**src/rtl/core/pfb_pkg.sv**
```systemverilog
// ----------------------------------------------------------------------------
// pfb_pkg: shared types and constants for the palette fade blend
// Widths, register map codes, pipeline depth and the derived-config struct.
// ----------------------------------------------------------------------------
package pfb_pkg;

    localparam int COMP_W     = 8;    // one color component
    localparam int NUM_LANES  = 3;    // red, green, blue
    localparam int DATA_W     = COMP_W * NUM_LANES;
    localparam int FADE_W     = 16;   // fade step / span
    localparam int NUM_W      = COMP_W + FADE_W;  // blend numerator
    localparam int QUOT_W     = COMP_W;           // one quotient bit per divide stage
    localparam int APB_AW     = 5;
    localparam int APB_DW     = 32;
    localparam int REG_IDX_W  = 3;

    // lane stages: source, multiply, sum, then one per quotient bit
    localparam int DIV_STAGE0  = 3;
    localparam int LANE_STAGES = DIV_STAGE0 + QUOT_W;
    // plus the output (merge) register
    localparam int PIPE_DEPTH  = LANE_STAGES + 1;

    localparam logic [REG_IDX_W-1:0] REG_FADE_STEP    = 3'd0;
    localparam logic [REG_IDX_W-1:0] REG_FADE_SPAN    = 3'd1;
    localparam logic [REG_IDX_W-1:0] REG_TARGET_RED   = 3'd2;
    localparam logic [REG_IDX_W-1:0] REG_TARGET_GREEN = 3'd3;
    localparam logic [REG_IDX_W-1:0] REG_TARGET_BLUE  = 3'd4;

    localparam logic [FADE_W-1:0] FADE_STEP_RST = 16'd0;
    localparam logic [FADE_W-1:0] FADE_SPAN_RST = 16'd1;
    localparam logic [COMP_W-1:0] TARGET_RST    = 8'd0;

    // blend coefficients, settled from the registers
    typedef struct packed {
        logic [FADE_W-1:0] step;     // clamped step, weight of target
        logic [FADE_W-1:0] comp;     // span - step, weight of source
        logic [FADE_W-1:0] div;      // span, never zero
        logic [FADE_W-2:0] half;     // span / 2 for rounding
        logic [COMP_W-1:0] tgt_red;
        logic [COMP_W-1:0] tgt_green;
        logic [COMP_W-1:0] tgt_blue;
    } t_cfg;

    typedef struct packed {
        logic [PIPE_DEPTH-1:0] en;        // stage load enables
        logic                  out_valid; // merge register holds a result
    } t_pipe_ctl;

endpackage

```
**src/rtl/core/palette_fade_blend.sv**
```systemverilog
// ----------------------------------------------------------------------------
// palette_fade_blend: palette entry fade toward a target color
// Input stream s_*: one palette entry per transfer, s_tdata = {blue, green, red}.
// Output stream m_*: one blended entry per input, in order, same packing.
// Each component is (src*(span-step) + target*step + span/2) / span with the
// step clamped to the span and a zero span taken as one.
// Throughput: one entry per cycle, sustained while m_tready stays high; 12
// registers (source, multiply, sum, 8 divide stages, output) lie between input
// transfer and m_tvalid, and the first of them loads at the input transfer.
// The divide is restoring, one quotient bit per stage in each of three
// component lanes; the output register merges the lanes.
// When m_tready is low, entries back up stage by stage and s_tready drops only
// once every stage is full; empty stages keep taking entries meanwhile.
// Registers on the APB port: fade_step 0x00, fade_span 0x04, target red/green/
// blue 0x08/0x0C/0x10. Write them only while no entries are in flight.
// Reset (synchronous, active low) empties the pipeline and sets step 0,
// span 1 and a black target.
// ----------------------------------------------------------------------------
module palette_fade_blend (
    input  logic                       i_clk,
    input  logic                       i_rst_n,
    // [7:0] src_red, [15:8] src_green, [23:16] src_blue
    input  logic [pfb_pkg::DATA_W-1:0] s_tdata,
    input  logic                       s_tvalid,
    output logic                       s_tready,
    // [7:0] out_red, [15:8] out_green, [23:16] out_blue
    output logic [pfb_pkg::DATA_W-1:0] m_tdata,
    output logic                       m_tvalid,
    input  logic                       m_tready,
    input  logic                       psel,
    input  logic                       penable,
    input  logic                       pwrite,
    input  logic [pfb_pkg::APB_AW-1:0] paddr,
    input  logic [pfb_pkg::APB_DW-1:0] pwdata,
    output logic [pfb_pkg::APB_DW-1:0] prdata,
    output logic                       pready
);
    import pfb_pkg::*;

    t_cfg              cfg;
    t_pipe_ctl         ctl;
    logic [COMP_W-1:0] tgt  [NUM_LANES];
    logic [QUOT_W-1:0] quot [NUM_LANES];
    logic [DATA_W-1:0] r_out_data;

    pfb_regs u_regs (
        .i_clk   (i_clk),
        .i_rst_n (i_rst_n),
        .psel    (psel),
        .penable (penable),
        .pwrite  (pwrite),
        .paddr   (paddr),
        .pwdata  (pwdata),
        .prdata  (prdata),
        .pready  (pready),
        .o_cfg   (cfg)
    );

    pfb_ctrl u_ctrl (
        .i_clk       (i_clk),
        .i_rst_n     (i_rst_n),
        .i_in_valid  (s_tvalid),
        .i_out_ready (m_tready),
        .o_ctl       (ctl)
    );

    assign tgt[0] = cfg.tgt_red;
    assign tgt[1] = cfg.tgt_green;
    assign tgt[2] = cfg.tgt_blue;

    for (genvar l = 0; l < NUM_LANES; l++) begin : g_lane
        pfb_lane u_lane (
            .i_clk  (i_clk),
            .i_en   (ctl.en[LANE_STAGES-1:0]),
            .i_src  (s_tdata[l*COMP_W +: COMP_W]),
            .i_tgt  (tgt[l]),
            .i_cfg  (cfg),
            .o_quot (quot[l])
        );
    end

    // merge the lane results into one output word
    always_ff @(posedge i_clk) begin
        if (ctl.en[PIPE_DEPTH-1]) begin
            for (int l = 0; l < NUM_LANES; l++) begin
                r_out_data[l*COMP_W +: COMP_W] <= quot[l];
            end
        end
    end

    assign s_tready = ctl.en[0];
    assign m_tvalid = ctl.out_valid;
    assign m_tdata  = r_out_data;

endmodule

```
**src/rtl/core/pfb_regs.sv**
```systemverilog
// ----------------------------------------------------------------------------
// pfb_regs: configuration registers
// APB-style register file plus the registered blend coefficients.
// ----------------------------------------------------------------------------
module pfb_regs (
    input  logic                       i_clk,
    input  logic                       i_rst_n,
    input  logic                       psel,
    input  logic                       penable,
    input  logic                       pwrite,
    input  logic [pfb_pkg::APB_AW-1:0] paddr,
    input  logic [pfb_pkg::APB_DW-1:0] pwdata,
    output logic [pfb_pkg::APB_DW-1:0] prdata,
    output logic                       pready,
    output pfb_pkg::t_cfg              o_cfg
);
    import pfb_pkg::*;

    logic [FADE_W-1:0]    r_fade_step;
    logic [FADE_W-1:0]    r_fade_span;
    logic [COMP_W-1:0]    r_tgt_red;
    logic [COMP_W-1:0]    r_tgt_green;
    logic [COMP_W-1:0]    r_tgt_blue;
    logic [REG_IDX_W-1:0] reg_idx;
    logic                 wr_en;
    logic [FADE_W-1:0]    span_eff;
    logic [FADE_W-1:0]    step_clamp;
    t_cfg                 n_cfg;
    t_cfg                 r_cfg;

    assign pready  = 1'b1;
    assign reg_idx = paddr[APB_AW-1:2];
    assign wr_en   = psel & penable & pwrite;

    always_ff @(posedge i_clk) begin
        if (!i_rst_n) begin
            r_fade_step <= FADE_STEP_RST;
            r_fade_span <= FADE_SPAN_RST;
            r_tgt_red   <= TARGET_RST;
            r_tgt_green <= TARGET_RST;
            r_tgt_blue  <= TARGET_RST;
        end else if (wr_en) begin
            case (reg_idx)
                REG_FADE_STEP:    r_fade_step <= pwdata[FADE_W-1:0];
                REG_FADE_SPAN:    r_fade_span <= pwdata[FADE_W-1:0];
                REG_TARGET_RED:   r_tgt_red   <= pwdata[COMP_W-1:0];
                REG_TARGET_GREEN: r_tgt_green <= pwdata[COMP_W-1:0];
                REG_TARGET_BLUE:  r_tgt_blue  <= pwdata[COMP_W-1:0];
                default: ;
            endcase
        end
    end

    always_comb begin
        case (reg_idx)
            REG_FADE_STEP:    prdata = APB_DW'(r_fade_step);
            REG_FADE_SPAN:    prdata = APB_DW'(r_fade_span);
            REG_TARGET_RED:   prdata = APB_DW'(r_tgt_red);
            REG_TARGET_GREEN: prdata = APB_DW'(r_tgt_green);
            REG_TARGET_BLUE:  prdata = APB_DW'(r_tgt_blue);
            default:          prdata = '0;
        endcase
    end

    // zero span acts as one; step beyond span clamps to span
    always_comb begin
        span_eff   = (r_fade_span == '0) ? FADE_W'(1) : r_fade_span;
        step_clamp = (r_fade_step > span_eff) ? span_eff : r_fade_step;
        n_cfg.step      = step_clamp;
        n_cfg.comp      = span_eff - step_clamp;
        n_cfg.div       = span_eff;
        n_cfg.half      = span_eff[FADE_W-1:1];
        n_cfg.tgt_red   = r_tgt_red;
        n_cfg.tgt_green = r_tgt_green;
        n_cfg.tgt_blue  = r_tgt_blue;
    end

    // registered copy of the coefficients; first used at the multiply stage
    always_ff @(posedge i_clk) begin
        r_cfg <= n_cfg;
    end

    assign o_cfg = r_cfg;

endmodule

```
**src/rtl/core/pfb_lane.sv**
```systemverilog
// ----------------------------------------------------------------------------
// pfb_lane: one color component of the blend
// Weighted sum with rounding term, then a restoring divide, one quotient bit
// per stage.
// ----------------------------------------------------------------------------
module pfb_lane (
    input  logic                                 i_clk,
    input  logic [pfb_pkg::LANE_STAGES-1:0]      i_en,
    input  logic [pfb_pkg::COMP_W-1:0]           i_src,
    input  logic [pfb_pkg::COMP_W-1:0]           i_tgt,
    input  pfb_pkg::t_cfg                        i_cfg,
    output logic [pfb_pkg::QUOT_W-1:0]           o_quot
);
    import pfb_pkg::*;

    logic [COMP_W-1:0] r_src;
    logic [NUM_W-1:0]  r_prod_src;
    logic [NUM_W-1:0]  r_prod_tgt;
    logic [NUM_W-1:0]  r_num;
    logic [NUM_W-1:0]  r_rem  [QUOT_W-1];
    logic [QUOT_W-1:0] r_quot [QUOT_W];

    always_ff @(posedge i_clk) begin
        if (i_en[0]) begin
            r_src <= i_src;
        end
        if (i_en[1]) begin
            r_prod_src <= NUM_W'(r_src) * NUM_W'(i_cfg.comp);
            r_prod_tgt <= NUM_W'(i_tgt) * NUM_W'(i_cfg.step);
        end
        if (i_en[2]) begin
            r_num <= r_prod_src + r_prod_tgt + NUM_W'(i_cfg.half);
        end
    end

    // quotient fits in QUOT_W bits since the blend stays within a component
    for (genvar d = 0; d < QUOT_W; d++) begin : g_div
        logic [NUM_W-1:0]  rem_in;
        logic [QUOT_W-1:0] quot_in;
        logic [NUM_W-1:0]  dvsr;
        logic              fits;

        if (d == 0) begin : g_first
            assign rem_in  = r_num;
            assign quot_in = '0;
        end else begin : g_next
            assign rem_in  = r_rem[d-1];
            assign quot_in = r_quot[d-1];
        end

        assign dvsr = NUM_W'(i_cfg.div) << (QUOT_W - 1 - d);
        assign fits = (rem_in >= dvsr);

        always_ff @(posedge i_clk) begin
            if (i_en[DIV_STAGE0+d]) begin
                r_quot[d] <= quot_in | (QUOT_W'(fits) << (QUOT_W - 1 - d));
            end
        end

        // last stage keeps no remainder
        if (d < QUOT_W - 1) begin : g_rem
            always_ff @(posedge i_clk) begin
                if (i_en[DIV_STAGE0+d]) begin
                    r_rem[d] <= fits ? (rem_in - dvsr) : rem_in;
                end
            end
        end
    end

    assign o_quot = r_quot[QUOT_W-1];

endmodule

```
**src/rtl/core/pfb_ctrl.sv**
```systemverilog
// ----------------------------------------------------------------------------
// pfb_ctrl: pipeline flow control
// Per-stage valid bits; a stage loads when it is empty or its data moves on,
// so bubbles collapse and stalls back up one stage at a time.
// ----------------------------------------------------------------------------
module pfb_ctrl (
    input  logic               i_clk,
    input  logic               i_rst_n,
    input  logic               i_in_valid,
    input  logic               i_out_ready,
    output pfb_pkg::t_pipe_ctl o_ctl
);
    import pfb_pkg::*;

    logic [PIPE_DEPTH-1:0] r_valid;
    logic [PIPE_DEPTH-1:0] n_valid;
    logic [PIPE_DEPTH-1:0] en;

    always_comb begin
        en[PIPE_DEPTH-1] = ~r_valid[PIPE_DEPTH-1] | i_out_ready;
        for (int k = PIPE_DEPTH - 2; k >= 0; k--) begin
            en[k] = ~r_valid[k] | en[k+1];
        end
    end

    always_comb begin
        n_valid = r_valid;
        if (en[0]) begin
            n_valid[0] = i_in_valid;
        end
        for (int k = 1; k < PIPE_DEPTH; k++) begin
            if (en[k]) begin
                n_valid[k] = r_valid[k-1];
            end
        end
    end

    always_ff @(posedge i_clk) begin
        if (!i_rst_n) begin
            r_valid <= '0;
        end else begin
            r_valid <= n_valid;
        end
    end

    assign o_ctl.en        = en;
    assign o_ctl.out_valid = r_valid[PIPE_DEPTH-1];

endmodule

```
**config.mk**
```make
export PLATFORM = sky130hd
export DESIGN_NAME = palette_fade_blend
export DESIGN_NICKNAME = d
export VERILOG_FILES = /design/src/rtl/core/pfb_pkg.sv /design/src/rtl/core/palette_fade_blend.sv /design/src/rtl/core/pfb_regs.sv /design/src/rtl/core/pfb_lane.sv /design/src/rtl/core/pfb_ctrl.sv
export SDC_FILE = /design/constraint.sdc
export NUM_CORES = 2
export LEC_CHECK = 0
export BUFFER_PORTS_ARGS = -buffer_cell sky130_fd_sc_hd__buf_2
export CAP_MARGIN = 20
export CORE_MARGIN = 2
export CORE_UTILIZATION = 59
export CTS_CLUSTER_DIAMETER = 100
export DETAILED_ROUTE_END_ITERATION = 10
export PLACE_DENSITY_LB_ADDON = 0.25
export SYNTH_ARGS = -nofsm -noshare
export SYNTH_HDL_FRONTEND = slang
export SYNTH_HIERARCHICAL = 1
export SYNTH_SLANG_ARGS = --single-unit
export TNS_END_PERCENT = 30
```
**constraint.sdc**
```tcl
create_clock -name i_clk -period 6.18 [get_ports i_clk]
set_input_delay 1.236 -clock i_clk [delete_from_list [all_inputs] [get_ports i_clk]]
set_output_delay 1.236 -clock i_clk [all_outputs]
set_load 0.005 [all_outputs]
```
==> key figures <==
Power
  – Leakage: roughly 0.040 µW
  – Max IR drop VDD: between 0.3 and 0.4 mV
  – Power Dens Cells: between 400 and 500 nW/µm²
  – Total power: ~36000 µW

STA
  – Setup WS post-layout: about 0.45 ns
  – Worst clock skew: ~0.075 ns
  – Min Clock Period, post-route: around 5.7 ns
  – Worst Tran Pin Value: 1.13 ns
  – Pins Over Slew Limit: 0
  – Unrepaired setup endpoints after global routing: no
  – Final Hold Viols: 0
  – Share of the clock period used by the worst path: 0.927
  – Slew Limit Headroom: 0.245
  – Final setup viols: 0
  – TNS Setup: 0 ns
  – F_max: between 150 and 200 MHz

Worst setup path
  – CP cell instances: buf_4, nand2_1, fa_1, fa_1, inv_1, fa_1, inv_1, fa_1, inv_1, ha_1, o21a_1, o31a_1, o21a_1, or2_2, a31oi_1, o211ai_1, a2111oi_0, a211oi_1
  – CP startpoint kind: flip-flop
  – Most frequent CP cell: fa_1
  – Crit path capture type: flip-flop
  – CP arrival: 6.18 ns
  – Worst EP required: 6.62 ns
  – CP bufs+invs: 4
  – Crit path max-delay family: adder cells
  – Critical Path Max Stage Delay: 0.81 ns
  – Slowest CP cell: dfxtp_1
  – Worst-path fanout max: 18
  – CP Class: flip-flop to flip-flop

Floorplan
  – Chip Height: roughly 380 µm
  – Row count: 138
  – DIE WIDTH: between 300 and 400 µm
  – Area of the die: between 100000 and 150000 µm²
  – IO Pins: between 100 and 150
  – Core region area: 141000 µm²
  – Initial Utilization: 0.594

Yosys
  – Register area share after synthesis: 0.347
  – Yosys cell types: around 120
  – XOR/XNOR Fraction of Synth Area: 0.0530
  – Ys flop type: edfxtp_1
  – Post-synthesis compound-gate area fraction: 0.130
  – #FFs+latches synth: 1016
  – Largest family of logic cells by synthesized area: adder cells
  – Mux share of post-synthesis cell area: 0.0169
  – Ys async rst share: 0
  – Post-Synthesis Cells: 8194
  – Adder-cell share of the synthesized area: 0.251
  – Synth Area per Inst: approximately 10 µm²
  – Cell area after synthesis: around 84000 µm²
  – Simple-Gate Fraction of Synth Area: 0.152
  – Number of synthesized flops with an enable pin: 876
  – Synth Warn #: 6

Global route
  – Initial antenna violation count: 2
  – First-pass GRT wire length: 308 mm
  – Gr ovfl total: 0
  – All-layer global routing usage: 0.261
  – Vias in the first global route: 60.6k
  – Pin count of the biggest net entering global routing: 91

Routing
  – First-pass DRT Iterations: 5
  – DRT iter0 DRCs: roughly 3.4k
  – Vias per cell: a little under 6
  – Vias: about 60k
  – Post-route ant nets: 0
  – WL final: 190 mm
  – DRC: 0
  – Wire length per cell: roughly 18 µm

Clocking
  – Clock insertion delay at the later pin of the skew report: 0.76 ns
  – Post-CTS Setup Bufs: 0
  – CTS H-Tree Depth: 3
  – Cts hold-fix bufs: 0
  – TritonCTS clock tree: done
  – Root Driver: clkbuf_16
  – CTS clock-pin slew for the worst setup and hold paths: 0.06 ns
  – Post-CTS Resized: 0
  – CTS Sinks: 1016
  – CTS buffer count: between 100 and 150
  – Bufs on Longest Clock Path: 3

Cells and area
  – Area growth syn-to-layout: 8.27%
  – Final Instance Area: approximately 90000 µm²
  – Commonest cells after routing, fill and taps aside: 876 x edfxtp_1, 825 x inv_1, 766 x ha_1
  – Final Net Count: 9731
  – Fill count: 11.1k
  – Most common library cell in the layout ignoring fill and taps: edfxtp_1
  – Layout cells sized above 1: 0.0731
  – Final core occ: 0.643

Status
  – Run status: completed

Placed design
  – Port buffer count: between 90 and 100
  – RePlAce Congestion: between 0.9 and 1
  – Post-Place Setup Slack: between 0.4 and 0.5 ns
  – DP Wirelength: about 150 mm
  – Placed Area: between 80000 and 90000 µm²

Flow run
  – Max Cap Viol: 0

Hold path
  – Hold Crit Class: flip-flop to flip-flop
==> flip-flops by register name, summed over array words and instances (netlist names) <==
name                        flops
g_lane.u_lane/r_prod_src       72
u_regs/r_tgt_green              8
u_regs/r_fade_step             16
u_regs/r_fade_span             16
u_ctrl/r_valid                 12
g_lane.u_lane/r_src            24
u_regs/r_tgt_red                8
u_regs/r_tgt_blue               8
u_regs/o_cfg                   72
g_lane.u_lane/r_prod_tgt       72
g_lane.u_lane/r_quot          108
g_lane.u_lane/r_rem           504
m_tdata                        24
g_lane.u_lane/g_div.rem_in     72
==> metal layers <==
layer / vias to the layer above / global-route usage / share of wire
met2: 1627 / 0.447 / 0.48
met5: - / 0 / 0.000063
met3: 394 / 0.0341 / 0.049
met1: 28900 / 0.336 / 0.43
li1: 28900 / - / -
met4: 2 / 0.102 / 0.041
==> per-stage QoR <==
step	cells	hold WS, ns
finish	10300	0.378
global route	10300	0.387
CTS	10300	0.376
detailed placement	10100	0.363
global placement	10100	0.361
floorplan	8209	0.346
==> cell type report <==
cell class,count,area (µm²),area share
clock buffers,129,2900,0.0319
multi-input cells,6139,50800,0.559
repair buffers,222,1510,0.0166
inverters,832,3130,0.0344
clock inverters,85,1050,0.0116
well taps,1890,2360,0.0260
diodes,1,2.50,0.0000275
flip-flops and latches,1016,29100,0.320
==> kinds of logic (layout without fill, tap and decap cells) <==
group / count (synthesis) / count (layout)
adder cells (fa/ha/maj): 1340 / 1340
other: 2 / 18
flip-flops: 1016 / 1016
buffers and inverters: 1054 / 1268
XOR/XNOR: 508 / 508
AO/OA/AOI/OAI: 1689 / 1689
multiplexers: 130 / 130
AND/OR/NAND/NOR: 2455 / 2455
==> path summary, 6_finish.rpt <==
check / endpoint / depth (start not counted) / from / slack (ns)
setup / recovery: g_lane[1].u_lane/r_prod_src[23] / 18 / u_regs/o_cfg[59] / 0.45
setup reg to reg: g_lane[1].u_lane/r_prod_src[23] / 18 / u_regs/o_cfg[59] / 0.45
hold / removal: u_regs/o_cfg[3] / 0 / u_regs/r_tgt_blue[3] / 0.38
hold reg to reg: u_regs/o_cfg[3] / 0 / u_regs/r_tgt_blue[3] / 0.38
==> Yosys cell counts (all sizes together) (47+ instances only) <==
| cell type | number | share of area |
|---|---|---|
| clkbuf | 150 | 0.0067 |
| a21boi | 59 | 0.0053 |
| xor2 | 188 | 0.020 |
| ha | 766 | 0.11 |
| and2 | 662 | 0.049 |
| fa | 574 | 0.14 |
| nor2b | 113 | 0.0084 |
| mux2 | 90 | 0.012 |
| o21ai | 363 | 0.022 |
| inv | 832 | 0.037 |
| o21a | 89 | 0.0080 |
| nor4 | 47 | 0.0040 |
| nand2 | 569 | 0.026 |
| a211oi | 50 | 0.0047 |
| dfxtp | 140 | 0.033 |
| a21o | 178 | 0.016 |
| nand4 | 68 | 0.0051 |
| edfxtp | 876 | 0.31 |
| o21bai | 48 | 0.0043 |
| xnor2 | 320 | 0.033 |
| a21oi | 538 | 0.032 |
| nand2b | 90 | 0.0067 |
| buf | 72 | 0.0057 |
| nand3 | 109 | 0.0066 |
| nor2 | 468 | 0.021 |
| nor3 | 125 | 0.0076 |
==> worst register-to-register path: stages (launching register included) <==
cell	delay [ns]
dfxtp_1	0.81
buf_4	0.28
nand2_1	0.08
fa_1	0.52
fa_1	0.55
inv_1	0.05
fa_1	0.47
inv_1	0.05
fa_1	0.47
inv_1	0.04
ha_1	0.33
o21a_1	0.13
o31a_1	0.11
o21a_1	0.19
or2_2	0.30
a31oi_1	0.34
o211ai_1	0.16
a2111oi_0	0.45
a211oi_1	0.09
==> report_power, final <==
group	total, µW	internal, µW	switching (µW)	leakage (µW)
clock	7030	4150	2880	0.00190
combinational	17000	7610	9410	0.0275
sequential	12300	10900	1440	0.0104
Note: power is estimated with default switching activity, not from simulation.
